**src/rtl/bfha_pkg.sv**
```systemverilog
// Shared types and constants for the best-fit heap allocator.
package bfha_pkg;

  localparam int unsigned HeapBytesDef = 65536;
  localparam int unsigned GranBytes    = 8;
  localparam int unsigned HeadBytes    = 4;

  typedef enum logic [1:0] {
    OP_ALLOC   = 2'd0,
    OP_RELEASE = 2'd1,
    OP_EMPTY   = 2'd2,
    OP_NONE    = 2'd3
  } op_e;

  // Datapath commands issued by the controller.
  typedef struct packed {
    logic load;        // capture the input word
    logic empty;       // reset heap registers
    logic walk_start;  // clear walk pointer and trackers
    logic walk_step;   // read header at pointer
    logic walk_eval;   // evaluate header read last cycle
    logic rel_start;   // clear largest-free before release walk
    logic alloc_fit;   // commit best-fit split
    logic alloc_fit2;  // second header write of split
    logic alloc_tail;  // commit tail carve
    logic rel_tail;    // return tail free block to pool
    logic fail;        // flag allocation failure
    logic out_load;    // present result
  } cmd_t;

  typedef struct packed {
    logic       op_alloc;
    logic       op_release;
    logic       op_empty;
    logic       too_big;     // fits neither region
    logic       use_fit;     // fits largest free block
    logic       rel_skip;    // nothing allocated
    logic       walk_done;
    logic       best_ok;
    logic       split;       // remainder left after split
    logic       tail_free;   // last block free after release
  } sts_t;

endpackage

```
**src/rtl/bfha_ctrl.sv**
```systemverilog
// Controller state machine for the heap allocator.
module bfha_ctrl (
  input  logic             clk_i,
  input  logic             rst_ni,
  input  logic             in_valid_i,
  output logic             in_stall_o,
  output logic             out_valid_o,
  input  logic             out_stall_i,
  input  bfha_pkg::sts_t   sts_i,
  output bfha_pkg::cmd_t   cmd_o
);
  import bfha_pkg::*;

  typedef enum logic [3:0] {
    S_IDLE, S_DECODE, S_WSTEP, S_WEVAL, S_FIT1, S_FIT2, S_RTAIL,
    S_RWSTEP, S_RWEVAL, S_OUT
  } state_e;

  typedef enum logic [1:0] { W_ALLOC, W_REL, W_RESCAN } walk_e;

  state_e state_q;
  walk_e  walk_q;
  logic   out_valid_q;

  assign in_stall_o  = (state_q != S_IDLE) || (out_valid_q && out_stall_i);
  assign out_valid_o = out_valid_q;

  always_comb begin
    cmd_o = '0;
    unique case (state_q)
      S_IDLE:   cmd_o.load = in_valid_i && !in_stall_o;
      S_DECODE: begin
        if (sts_i.op_empty) begin
          cmd_o.empty = 1'b1;
        end else if (sts_i.op_alloc) begin
          if (sts_i.too_big) begin
            cmd_o.fail = 1'b1;
          end else if (sts_i.use_fit) begin
            cmd_o.walk_start = 1'b1;
          end else begin
            cmd_o.alloc_tail = 1'b1;
          end
        end else if (sts_i.op_release && !sts_i.rel_skip) begin
          cmd_o.walk_start = 1'b1;
          cmd_o.rel_start  = 1'b1;
        end
      end
      S_WSTEP, S_RWSTEP: cmd_o.walk_step = 1'b1;
      S_WEVAL, S_RWEVAL: cmd_o.walk_eval = 1'b1;
      S_FIT1:   begin
        if (sts_i.best_ok) cmd_o.alloc_fit = 1'b1;
        else cmd_o.fail = 1'b1;
      end
      S_FIT2:   cmd_o.alloc_fit2 = 1'b1;
      S_RTAIL:  begin
        if (sts_i.tail_free) begin
          cmd_o.rel_tail   = 1'b1;
          cmd_o.walk_start = 1'b1;
        end
      end
      S_OUT:    cmd_o.out_load = !(out_valid_q && out_stall_i);
      default:  cmd_o = '0;
    endcase
  end

  always_ff @(posedge clk_i or negedge rst_ni) begin
    if (!rst_ni) begin
      state_q     <= S_IDLE;
      walk_q      <= W_ALLOC;
      out_valid_q <= 1'b0;
    end else begin
      // load a new result word or drop the one just taken
      if (cmd_o.out_load) out_valid_q <= 1'b1;
      else if (out_valid_q && !out_stall_i) out_valid_q <= 1'b0;
      unique case (state_q)
        S_IDLE:   if (cmd_o.load) state_q <= S_DECODE;
        S_DECODE: begin
          if (cmd_o.walk_start) begin
            walk_q  <= sts_i.op_alloc ? W_ALLOC : W_REL;
            state_q <= S_WSTEP;
          end else begin
            state_q <= S_OUT;
          end
        end
        S_WSTEP, S_RWSTEP: state_q <= (walk_q == W_REL) ? S_RWEVAL : S_WEVAL;
        S_WEVAL, S_RWEVAL: begin
          if (sts_i.walk_done) begin
            unique case (walk_q)
              W_ALLOC:  state_q <= S_FIT1;
              W_REL:    state_q <= S_RTAIL;
              default:  state_q <= S_OUT;
            endcase
          end else begin
            state_q <= (walk_q == W_REL) ? S_RWSTEP : S_WSTEP;
          end
        end
        S_FIT1:   state_q <= sts_i.best_ok ? S_FIT2 : S_OUT;
        S_FIT2:   state_q <= S_OUT;
        S_RTAIL:  begin
          if (sts_i.tail_free) begin
            walk_q  <= W_RESCAN;
            state_q <= S_WSTEP;
          end else begin
            state_q <= S_OUT;
          end
        end
        S_OUT:    begin
          if (cmd_o.out_load) state_q <= S_IDLE;
        end
        default:  state_q <= S_IDLE;
      endcase
    end
  end

endmodule

```
**config.mk**
```make
export PLATFORM = sky130hd
export DESIGN_NAME = bfha_ctrl
export DESIGN_NICKNAME = d
export VERILOG_FILES = /design/src/rtl/bfha_pkg.sv /design/src/rtl/bfha_ctrl.sv
export SDC_FILE = /design/constraint.sdc
export NUM_CORES = 1
export LEC_CHECK = 0
export BUFFER_PORTS_ARGS = -buffer_cell sky130_fd_sc_hd__buf_4
export CAP_MARGIN = 30
export CORE_ASPECT_RATIO = 0.5
export CORE_MARGIN = 8
export CORE_UTILIZATION = 25
export DETAILED_ROUTE_END_ITERATION = 12
export PLACE_DENSITY = 0.5
export SLEW_MARGIN = 10
export SYNTH_ARGS = -nofsm -noshare
export SYNTH_HDL_FRONTEND = slang
export SYNTH_SLANG_ARGS = --single-unit
export TNS_END_PERCENT = 1
```
**constraint.sdc**
```tcl
create_clock -name clk_i -period 1.55 [get_ports clk_i]
set_input_delay 0.0775 -clock clk_i [delete_from_list [all_inputs] [get_ports clk_i]]
set_output_delay 0.0775 -clock clk_i [all_outputs]
set_load 0.02 [all_outputs]
```
==> impl_table.tex, run 1 <==
\begin{tabular}{lr}
\hline
Metric & Value \\
\hline
\multicolumn{2}{l}{\textbf{Run status}} \\
Status & complete, but fails checks \\
Violations in the final reports & setup timing \\
\multicolumn{2}{l}{\textbf{Critical path}} \\
Worst-path fanout max & 5 \\
Worst R2R Start & state\_q[2] \\
Kind of end point of the critical path & primary output \\
Endpoint of the lowest-slack register-to-register path & state\_q[0] \\
Critical path class & flop to primary output \\
Data arrival time of the critical path & 1510 ps \\
Setup crit start & state\_q[1] \\
Type of element launching the critical path & flop \\
Worst path top cell family by delay & simple AND/OR/NAND/NOR gates \\
Critical path capture point & cmd\_o[0] \\
Cells along the critical path & nand2b\_4 -> or3b\_4 -> a21oi\_2 -> buf\_6 \\
Required time reported for the critical path endpoint & approximately 1500 ps \\
Reg2Reg Depth & 6 \\
Path length in cells of the critical path & 4 \\
Crit path largest cell delay & 420 ps \\
Slowest stage cell on the critical path & sky130\_fd\_sc\_hd\_\_dfrtp\_2 \\
Buffers plus inverters on the worst setup path & 1 \\
Register-to-register setup slack & -10 ps \\
\multicolumn{2}{l}{\textbf{Die}} \\
Core Footprint & 2540 um2 \\
Die boundary width & just under 90 um \\
Die span in y & between 50 and 60 um \\
Die Footprint & between 4000 and 5000 um2 \\
Initial Utilization & 25.7\% \\
IO Pins & 28 \\
Number of cell rows & 13 \\
\multicolumn{2}{l}{\textbf{Worst hold path}} \\
Class of the worst hold path & input pin to flop \\
\multicolumn{2}{l}{\textbf{Timing}} \\
Setup TNS after final layout & -76.1 ps \\
Number of failing hold endpoints at the final stage & 0 \\
Slack of the critical path & -35.1 ps \\
Slew Limit Fails & 0 \\
Final cycle utilization of the critical path & 102\% \\
Peak Freq & 0.631 GHz \\
Pin slew with the least headroom to its limit & around 310 ps \\
Setup repair after global routing missed its margin & true \\
Setup violations, final & 3 \\
Final setup skew & a little under 2 ps \\
Minimum clock period & 1590 ps \\
Max-slew headroom & 79.2\% \\
\multicolumn{2}{l}{\textbf{Logic synthesis}} \\
Most common flop cell mapped by yosys & sky130\_fd\_sc\_hd\_\_dfrtp\_1 \\
Portion of synthesized cell area occupied by the leading cell type & 26.9\% \\
Unique cell type count in the Yosys netlist & 37 \\
Post-synthesis net count & 88 \\
Per-instance average area after synthesis & 8.81 um2 \\
Fraction of the yosys area taken by sequential cells & 26.9\% \\
Cell types with the largest area share after synthesis & sky130\_fd\_sc\_hd\_\_dfrtp\_1 (27\%), sky130\_fd\_sc\_hd\_\_nand2\_1 (7.5\%), sky130\_fd\_sc\_hd\_\_nor2\_1 (4.0\%) \\
Library cell occupying the most area in the post-synthesis netlist & sky130\_fd\_sc\_hd\_\_dfrtp\_1 \\
Number of enable-type register cells in the synthesized netlist & 0 \\
Syn. warnings & 0 \\
Share of async-settable or async-resettable flops after synthesis & 100\% \\
Number of synthesized register bits & 7 \\
Synthesized area & roughly 650 um2 \\
Post-Synthesis Cells & 74 \\
\multicolumn{2}{l}{\textbf{CTS}} \\
CTS max path bufs & 2 \\
TritonCTS buffer count & 3 \\
TritonCTS clock tree & built \\
CTS HTree Levels & 1 \\
Insertion delay of the later-clocked pin in the worst-skew pair & $\sim$230 ps \\
Clock root buffer & sky130\_fd\_sc\_hd\_\_clkbuf\_8 \\
Clock transition at the register clock pins on the worst setup and hold paths after CTS & roughly 40 ps \\
Clock sink total & 7 \\
\multicolumn{2}{l}{\textbf{Finish}} \\
Final non-filler cell total & 152 \\
Footprint of the flip-flops and latches & between 150 and 200 um2 \\
Count of fill cells added during filler insertion & 273 \\
Fraction of layout cells with a size suffix above 1 & 57.4\% \\
Layout net count & 130 \\
Antenna fix cells & 0 \\
Area Growth Syn to Fin & 64.9\% \\
Area taken by multi-input logic gates & roughly 470 um2 \\
Area of all placed cells without fillers & between 1000 and 1500 um2 \\
\multicolumn{2}{l}{\textbf{Job}} \\
Maxcap violations & 0 \\
\multicolumn{2}{l}{\textbf{GRT}} \\
GR Layer Usage met3 & 2.04\% \\
Sum of overflow across all layers after global routing & 0 \\
Total track usage & 8.39\% \\
Largest net degree at the start of global routing & 8 \\
Met1 Track Usage GR & 10.3\% \\
Antenna violations before repair & 0 \\
Number of global-route vias before repair & 696 \\
First-pass GRT wire length & 3090 um \\
Met2 Track Usage GR & roughly 15\% \\
Top Usage Layer GRT & met2 \\
\multicolumn{2}{l}{\textbf{Route}} \\
Vias per cell & 4.61 \\
Iteration count of the initial detailed-routing pass & 4 \\
Post-DRT Antenna Nets & 0 \\
First-iteration detailed-routing DRC count & 33 \\
Vias post-DR & 700 \\
Drt drc & 0 \\
Final WL & 1970 um \\
Average wire per cell in the routed design & 12.9 um \\
\multicolumn{2}{l}{\textbf{Placement}} \\
Count of buffers inserted at the top-level ports & 26 \\
Post-placement cell area & 916 um2 \\
Count of placed standard cells including taps & 140 \\
Last weighted congestion value of the routability-driven placer & slightly above 0.7 \\
Post-DP HPWL & 1460 um \\
\multicolumn{2}{l}{\textbf{Pwr}} \\
Tot Pwr & 2.02 mW \\
Power per cell area & 1880 nW/um2 \\
Leakage component of the power & approximately 0.52 nW \\
Worst voltage drop across the vdd grid & 0.556 mV \\
\hline
\end{tabular}
[cells by family (layout without fill, tap and decap cells)]
kind of cell | after synthesis | count (layout) | share of synthesized area [%]
compound gates | 17 | 17 | 22.3
xor+xnor | 1 | 1 | 2.50
buf+inv | 5 | 46 | 5.95
flops | 7 | 7 | 26.9
simple gates | 44 | 44 | 42.4
[through the flow]
step | hold WS [ps] | utilization [%] | worst slack (ps)
5_1_grt | 79.3 | 42.4 | -96.7
3_5_place_dp | -100 | 36.1 | 13.2
6_report | 69.7 | 42.4 | -35.1
4_1_cts | 74.0 | 41.8 | -18.5
3_3_place_gp | -100 | 36.1 | -9.86
2_1_floorplan | -218 | - | 59.2
[state kept, by name (all words and copies together) (netlist names)]
signal and count:
out_valid_o 1, state_q 4, walk_q 2
[cells in the mapped netlist, types with 2 or more instances]
master and count:
sky130_fd_sc_hd__buf_6 2, sky130_fd_sc_hd__nand4b_1 2, sky130_fd_sc_hd__nand2_1 13, sky130_fd_sc_hd__dfrtp_1 7
sky130_fd_sc_hd__nor2_1 7, sky130_fd_sc_hd__nor3b_1 2, sky130_fd_sc_hd__nor3_1 2, sky130_fd_sc_hd__a21o_1 2
sky130_fd_sc_hd__or3b_1 2, sky130_fd_sc_hd__and3_1 3, sky130_fd_sc_hd__a21oi_1 3, sky130_fd_sc_hd__o21ai_1 2
sky130_fd_sc_hd__nor4b_1 2, sky130_fd_sc_hd__nand3b_1 2
[worst min-delay path by stage]
stage	start	endpoint	slack (ps)	cells after the start
2_1_floorplan	rst_ni	out_valid_o	-220	0
3_5_place_dp	rst_ni	state_q[3]	-100	1
4_1_cts	sts_i[9]	walk_q[0]	70	2
6_report	sts_i[9]	walk_q[0]	70	2
5_1_grt	sts_i[9]	walk_q[0]	80	2
3_3_place_gp	rst_ni	state_q[1]	-100	1
[cell usage in the layout, fill, tap and decap left out, drive strengths merged]
cell         count
a31o             1
nor3b            2
a22o             1
a221o            1
dlygate4sd3      1
xor2             1
nand2b           3
and3             3
or2b             1
nor3             2
a211oi           1
buf             40
inv              1
dfrtp            7
a221oi           1
nand2           13
nor4b            2
o21ai            3
a21o             2
or3b             3
nand3b           2
and2b            1
a311oi           1
nand3            1
nand4b           2
nor4             2
a21oi            5
nor2             7
a211o            1
clkbuf           4
[report_power, final]
group	leakage (nW)	switching [mW]	internal (mW)	total, mW
clock network	0.0228	0.0848	0.178	0.263
logic	0.412	0.648	0.703	1.35
registers	0.0872	0.131	0.272	0.402
total	0.522	0.864	1.15	2.02
[layer usage]
layer | routed length (um) | share of wire, % | vias up
li1 | - | - | 352
met3 | 92 | 4.7 | 2
met5 | 0 | 0 | -
met1 | 918 | 47 | 331
met2 | 938 | 48 | 15
met4 | 17 | 0.86 | 0
[what timing repair did]
item,in CTS,in global routing
hold buffers,1,0
gates cloned,0,0
endpoints found under the hold margin,7,0
pin swaps,4,1
setup endpoints to repair,11,12
setup buffers,7,0
gates resized for setup,12,4
[final cells by class]
type	instances	area share (%)
multi-input cells	62	43.5
clock buffers	4	4.19
repair buffers	41	31.0
well taps	37	4.31
flip-flops and latches	7	16.6
inverters	1	0.349
Power figures use the tool's default switching activity.
==> inputs of run 2 (changes only) <==
- CELL_PAD_IN_SITES_DETAIL_PLACEMENT: default -> 1
- CELL_PAD_IN_SITES_GLOBAL_PLACEMENT: default -> 1
- PLACE_DENSITY: 0.5 -> 0.65
==> run 2 against run 1 <==
Net effect: the flow still finishes with violations (setup timing); clock skew decreased by 0.71 ps; count of clock-buffer cells in the layout is the same; register-to-register slack improved by 40 ps; maximum frequency fell by 5.2%; sequential cell count did not move; sequential share of layout area is 0.39 points lower; critical path depth up 1; worst setup slack got worse by 86 ps; total power up 5.1%; critical endpoint is now cmd_o[1]; largest power group unchanged; highest routed layer unchanged.
==> impl_table.tex, run 2 (same netlist as run 1, synthesis figures left out) <==
\begin{tabular}{lr}
\hline
Metric & Value \\
\hline
\multicolumn{2}{l}{\textbf{Route}} \\
Vias per cell & 4.62 \\
Iteration count of the initial detailed-routing pass & 4 \\
Vias post-DR & 712 \\
Post-DRT Antenna Nets & 0 \\
Average wire per cell in the routed design & 15.3 um \\
Final WL & 2350 um \\
Drt drc & 0 \\
First-iteration detailed-routing DRC count & 27 \\
\multicolumn{2}{l}{\textbf{CTS}} \\
TritonCTS buffer count & 3 \\
TritonCTS clock tree & built \\
CTS HTree Levels & 1 \\
Clock sink total & 7 \\
CTS max path bufs & 2 \\
Clock transition at the register clock pins on the worst setup and hold paths after CTS & 40 ps \\
Insertion delay of the later-clocked pin in the worst-skew pair & 230 ps \\
Clock root buffer & sky130\_fd\_sc\_hd\_\_clkbuf\_8 \\
\multicolumn{2}{l}{\textbf{Pwr}} \\
Tot Pwr & 2.12 mW \\
Leakage component of the power & 0.539 nW \\
Power per cell area & between 1500 and 2000 nW/um2 \\
Sequential Power Share & 19.2\% \\
Internal & 1.19 mW \\
Switching part of the total power & 43.8\% \\
Worst voltage drop across the vdd grid & 0.418 mV \\
Gate power share & approximately two thirds \\
Reported net switching power & 928 uW \\
Clock Power Share & roughly an eighth \\
\multicolumn{2}{l}{\textbf{Finish}} \\
Number of flip-flops in the largest register & 4 \\
Layout net count & 132 \\
Post-layout utilization of the core & a little over two fifths \\
Count of fill cells added during filler insertion & 327 \\
Most common cell after layout, fill and taps aside & sky130\_fd\_sc\_hd\_\_buf\_4 \\
Largest reg by FF count & state\_q \\
Fraction of layout cells with a size suffix above 1 & 59.0\% \\
Leading cell types in the layout, fill and taps excluded & sky130\_fd\_sc\_hd\_\_buf\_4 (37), sky130\_fd\_sc\_hd\_\_nand2\_1 (12), sky130\_fd\_sc\_hd\_\_nor2\_1 (6) \\
Antenna fix cells & 0 \\
Area Growth Syn to Fin & 70.1\% \\
\multicolumn{2}{l}{\textbf{Timing}} \\
Setup TNS after final layout & -387 ps \\
Final setup skew & roughly 1.2 ps \\
Setup repair after global routing missed its margin & true \\
Setup violations, final & 7 \\
Slack of the critical path & -121 ps \\
Pin slew with the least headroom to its limit & 333 ps \\
Peak Freq & 0.598 GHz \\
Minimum clock period & 1670 ps \\
Number of failing hold endpoints at the final stage & 0 \\
Final cycle utilization of the critical path & 108\% \\
Fin Hold WS & 62.5 ps \\
Max-slew headroom & 77.6\% \\
Slew Limit Fails & 0 \\
\multicolumn{2}{l}{\textbf{Job}} \\
Maxcap violations & 0 \\
\multicolumn{2}{l}{\textbf{GRT}} \\
Total track usage & 10.1\% \\
First-pass GRT wire length & approximately 3600 um \\
Number of global-route vias before repair & 775 \\
Antenna violations before repair & 0 \\
Sum of overflow across all layers after global routing & 0 \\
Largest net degree at the start of global routing & 8 \\
\multicolumn{2}{l}{\textbf{Critical path}} \\
Cells along the critical path & buf\_6 -> nor4\_4 -> buf\_4 -> a31o\_1 -> buf\_6 \\
Data arrival time of the critical path & about 1600 ps \\
Type of element launching the critical path & flop \\
Buffers plus inverters on the worst setup path & 3 \\
Kind of end point of the critical path & primary output \\
Required time reported for the critical path endpoint & 1470 ps \\
Worst path top cell family by delay & flip-flops \\
Setup crit start & state\_q[3] \\
Crit path largest cell delay & roughly 430 ps \\
Worst R2R Start & state\_q[2] \\
Slowest stage cell on the critical path & sky130\_fd\_sc\_hd\_\_dfrtp\_2 \\
Worst-path fanout max & 6 \\
Critical path class & flop to primary output \\
Cell type with the highest occurrence count on the critical path & sky130\_fd\_sc\_hd\_\_buf\_6 \\
\multicolumn{2}{l}{\textbf{Die}} \\
Die boundary width & 88.2 um \\
Number of cell rows & 13 \\
Die span in y & 52.1 um \\
Initial Utilization & approximately a quarter \\
Die Footprint & 4600 um2 \\
Core Footprint & around 2500 um2 \\
IO Pins & 28 \\
\multicolumn{2}{l}{\textbf{Worst hold path}} \\
Class of the worst hold path & input pin to flop \\
Hold Startpoint & sts\_i[9] \\
\multicolumn{2}{l}{\textbf{Run status}} \\
Violations in the final reports & setup timing \\
Status & complete, but fails checks \\
\multicolumn{2}{l}{\textbf{Placement}} \\
Count of buffers inserted at the top-level ports & 26 \\
Last weighted congestion value of the routability-driven placer & 0.748 \\
Post-DP HPWL & about 1700 um \\
\hline
\end{tabular}
run 2: power groups by stage:
stage | Combinational [mW] | Sequential, mW | Clock (mW)
final | 1.45 | 0.406 | 0.263
after CTS | 1.34 | 0.404 | 0.275
after global placement | 1.14 | 0.412 | 0
after floorplan | 0.852 | 0.341 | 0
after global routing | 1.56 | 0.423 | 0.291
after detailed placement | 1.15 | 0.416 | 0
run 2: repair_timing:
| action | CTS | global route |
|---|---|---|
| setup buffers | 6 | 3 |
| setup endpoints to repair | 12 | 10 |
| endpoints found under the hold margin | 7 | 0 |
| pin swaps | 4 | 6 |
| gates cloned | 0 | 0 |
| resized for setup | 12 | 6 |
| hold buffers | 1 | 0 |
run 2: area by class of cell:
cell class / count / area (um2) / area share [%]
timing repair buffer: 43 / 344 / 31.0
tap: 37 / 46.3 / 4.18
clock buffer: 4 / 45.0 / 4.06
multi-input combinational: 62 / 489 / 44.1
inverter: 1 / 3.75 / 0.339
sequential: 7 / 180 / 16.3
run 2: final timing paths:
| path | end | slack [ps] | cells after the start |
|---|---|---|---|
| max in group asynchronous | state_q[3] | 1220 | 2 |
| worst min-delay path | walk_q[0] | 60 | 2 |
| worst min register to register | walk_q[0] | 600 | 2 |
| worst max-delay path | cmd_o[1] | -120 | 5 |
| worst max register to register | state_q[0] | 30 | 6 |
| min in group asynchronous | walk_q[1] | 190 | 2 |
run 2: layer usage:
metal	routed length, um	up-vias	global-route usage (%)
li1	-	356	-
met1	1030	346	12.0
met2	1250	8	17.0
met3	56	2	2.82
met4	17	0	4.16
met5	0	-	0
run 2: through the flow:
stage | area [um2] | setup slack (ps) | std cells
after floorplan | 657 | 59.2 | 74
after detailed placement | 916 | 4.49 | 140
final | 1110 | -121 | 154
after global routing | 1110 | -195 | 154
after CTS | 1050 | -54.8 | 151
after global placement | 916 | 3.78 | 140
==> inputs of run 3 (changes only) <==
- ABC_AREA: default -> 1
- CORE_ASPECT_RATIO: 0.5 -> default
- PLACE_DENSITY: 0.65 -> 0.69
==> run 3 against run 2 <==
Net effect: the run now ends clean; synthesized cell count increased by 22%; register-to-register slack gained 200 ps; critical path depth is 1 higher; first-iteration DRC count up 30%; sequential power is 9.6% lower; maximum frequency grew 10%; clock power down 35%; clock skew grew 2.7 ps; die area down 6.9%.
==> impl_table.tex, run 3 <==
\begin{tabular}{lr}
\hline
Metric & Value \\
\hline
\multicolumn{2}{l}{\textbf{Run status}} \\
Status & finished, final reports clean \\
\multicolumn{2}{l}{\textbf{Finish}} \\
Leading cell types in the layout, fill and taps excluded & sky130\_fd\_sc\_hd\_\_buf\_4 (28), sky130\_fd\_sc\_hd\_\_nand2\_1 (18), sky130\_fd\_sc\_hd\_\_inv\_1 (11) \\
Most common cell after layout, fill and taps aside & sky130\_fd\_sc\_hd\_\_buf\_4 \\
Number of flip-flops in the largest register & 4 \\
Area taken by multi-input logic gates & about 380 um2 \\
Largest reg by FF count & state\_q \\
Fraction of layout cells with a size suffix above 1 & 44.7\% \\
Antenna fix cells & 0 \\
Count of fill cells added during filler insertion & 335 \\
Layout net count & between 100 and 150 \\
Footprint of the flip-flops and latches & about 180 um2 \\
Area Growth Syn to Fin & 47.5\% \\
\multicolumn{2}{l}{\textbf{Logic synthesis}} \\
Fraction of the yosys area taken by sequential cells & 28.7\% \\
Post-synthesis net count & approximately 100 \\
Per-instance average area after synthesis & 6.78 um2 \\
Cell types with the largest area share after synthesis & sky130\_fd\_sc\_hd\_\_dfrtp\_1 (29\%), sky130\_fd\_sc\_hd\_\_nand2\_1 (12\%), sky130\_fd\_sc\_hd\_\_inv\_1 (6.8\%) \\
Library cell occupying the most area in the post-synthesis netlist & sky130\_fd\_sc\_hd\_\_dfrtp\_1 \\
Synth top cells by count & sky130\_fd\_sc\_hd\_\_nand2\_1 (20), sky130\_fd\_sc\_hd\_\_inv\_1 (11), sky130\_fd\_sc\_hd\_\_nor2\_1 (10) \\
Syn. warnings & 0 \\
Portion of synthesized cell area occupied by the leading cell type & 28.7\% \\
Top-count cell post-synth & sky130\_fd\_sc\_hd\_\_nand2\_1 \\
Number of enable-type register cells in the synthesized netlist & 0 \\
Post-Synthesis Cells & 90 \\
Most common flop cell mapped by yosys & sky130\_fd\_sc\_hd\_\_dfrtp\_1 \\
Unique cell type count in the Yosys netlist & 23 \\
Share of async-settable or async-resettable flops after synthesis & 100\% \\
Number of synthesized register bits & 7 \\
Synthesized area & 611 um2 \\
\multicolumn{2}{l}{\textbf{Die}} \\
Initial Utilization & 25.6\% \\
Die span in y & 65.4 um \\
Die Footprint & 4280 um2 \\
Number of cell rows & 18 \\
Die boundary width & around 65 um \\
IO Pins & 28 \\
Core Footprint & 2390 um2 \\
\multicolumn{2}{l}{\textbf{CTS}} \\
Insertion delay of the later-clocked pin in the worst-skew pair & around 250 ps \\
CTS max path bufs & 2 \\
Clock root buffer & sky130\_fd\_sc\_hd\_\_clkbuf\_4 \\
Clock sink total & 7 \\
TritonCTS clock tree & built \\
TritonCTS buffer count & 3 \\
CTS HTree Levels & 1 \\
Clock transition at the register clock pins on the worst setup and hold paths after CTS & 60 ps \\
\multicolumn{2}{l}{\textbf{Route}} \\
First-iteration detailed-routing DRC count & 35 \\
Vias post-DR & 686 \\
Drt drc & 0 \\
Vias per cell & about 4.5 \\
Final WL & 1880 um \\
Average wire per cell in the routed design & 12.3 um \\
Post-DRT Antenna Nets & 0 \\
Iteration count of the initial detailed-routing pass & 4 \\
\multicolumn{2}{l}{\textbf{Critical path}} \\
Type of element launching the critical path & flop \\
Path length in cells of the critical path & 6 \\
Worst path top cell family by delay & simple AND/OR/NAND/NOR gates \\
Buffers plus inverters on the worst setup path & 2 \\
Critical path class & flop to primary output \\
Required time reported for the critical path endpoint & 1470 ps \\
Kind of end point of the critical path & primary output \\
Slowest stage cell on the critical path & sky130\_fd\_sc\_hd\_\_dfrtp\_1 \\
Crit path largest cell delay & 400 ps \\
Data arrival time of the critical path & around 1400 ps \\
Worst-path fanout max & 3 \\
Cells along the critical path & nor2\_4 -> inv\_2 -> nor3\_4 -> nand2\_2 -> o22ai\_1 -> buf\_4 \\
Reg2Reg Depth & 7 \\
\multicolumn{2}{l}{\textbf{Timing}} \\
Final setup skew & between 3 and 4 ps \\
Max-slew headroom & around 78\% \\
Setup violations, final & 0 \\
Number of failing hold endpoints at the final stage & 0 \\
Slew Limit Fails & 0 \\
Setup TNS after final layout & 0 ps \\
Final cycle utilization of the critical path & around 100\% \\
Minimum clock period & 1520 ps \\
Peak Freq & between 0.6 and 0.7 GHz \\
Pin slew with the least headroom to its limit & between 300 and 400 ps \\
Setup repair after global routing missed its margin & true \\
\multicolumn{2}{l}{\textbf{GRT}} \\
Sum of overflow across all layers after global routing & 0 \\
Antenna violations before repair & 0 \\
Top Usage Layer GRT & met2 \\
First-pass GRT wire length & 3280 um \\
Met2 Track Usage GR & 17.1\% \\
Met1 Track Usage GR & 10.3\% \\
GR Layer Usage met3 & under 10\% \\
Total track usage & 9.52\% \\
Largest net degree at the start of global routing & 8 \\
Number of global-route vias before repair & 751 \\
\multicolumn{2}{l}{\textbf{Pwr}} \\
Reported net switching power & 780 uW \\
Clock Power Share & roughly 11\% \\
Tot Pwr & 1.53 mW \\
Leakage component of the power & 0.480 nW \\
Gate power share & 65.0\% \\
Sequential Power Share & 23.9\% \\
Power per cell area & 1700 nW/um2 \\
Switching part of the total power & 50.8\% \\
Internal & 754 uW \\
Worst voltage drop across the vdd grid & $\sim$0.73 mV \\
\multicolumn{2}{l}{\textbf{Placement}} \\
Count of buffers inserted at the top-level ports & 26 \\
Last weighted congestion value of the routability-driven placer & 0.764 \\
Post-DP HPWL & roughly 1700 um \\
\multicolumn{2}{l}{\textbf{Worst hold path}} \\
Hold path depth & 2 \\
Class of the worst hold path & input pin to flop \\
\multicolumn{2}{l}{\textbf{Job}} \\
Maxcap violations & 0 \\
\hline
\end{tabular}
-- run 3: power groups by stage --
stage	registers, mW	logic (mW)	clock network (mW)
2_1_floorplan	0.376	0.627	0
3_3_place_gp	0.364	0.946	0
3_5_place_dp	0.369	0.970	0
4_1_cts	0.369	1.02	0.173
5_1_grt	0.382	1.11	0.192
6_report	0.367	0.997	0.170
-- run 3: routing by layer --
layer,wire (um),share of wire [%]
met3,113,6.0
met4,0,0
met1,835,44
met2,934,50
met5,0,0
-- run 3: kinds of logic (layout without fill, tap and decap cells) --
family                 count (synthesis)  after routing  synth area share [%]
buffers and inverters                 17             50                  10.5
AOI/OAI and AO/OA                     13             13                  11.7
and+or+nand+nor                       53             53                  49.2
DFF                                    7              7                  28.7
-- run 3: area by class of cell --
class	count	share of cell area, %
multi-input combinational	66	41.8
timing repair buffer	29	24.4
sequential	7	19.6
inverter	17	7.08
tap	30	4.17
clock buffer	4	2.92
-- run 3: worst paths after layout --
kind	startpoint	end	slack (ps)
max	state_q[3]	cmd_o[1]	30
min	sts_i[9]	walk_q[0]	40
max reg2reg	state_q[3]	state_q[0]	230
min reg2reg	walk_q[0]	walk_q[0]	520
max in group asynchronous	rst_ni	state_q[0]	1230
min in group asynchronous	rst_ni	out_valid_o	180
-- run 3: per-stage QoR --
stage	std cells	setup WS, ps	util, %	area, um2	hold WS, ps
2_1_floorplan	90	178	-	611	-218
3_3_place_gp	147	205	35.6	851	-106
3_5_place_dp	147	192	35.6	851	-101
6_report	153	33.5	37.7	901	38.0
5_1_grt	153	-73.4	37.7	901	42.3
4_1_cts	153	14.4	37.7	901	40.5
-- run 3: what timing repair did --
action | 4_1_cts | 5_1_grt
setup buffers | 1 | 0
endpoints found under the hold margin | 7 | 0
setup endpoints to repair | 4 | 6
gates resized for setup | 3 | 0
hold buffers | 1 | 0
pin swaps | 1 | 0
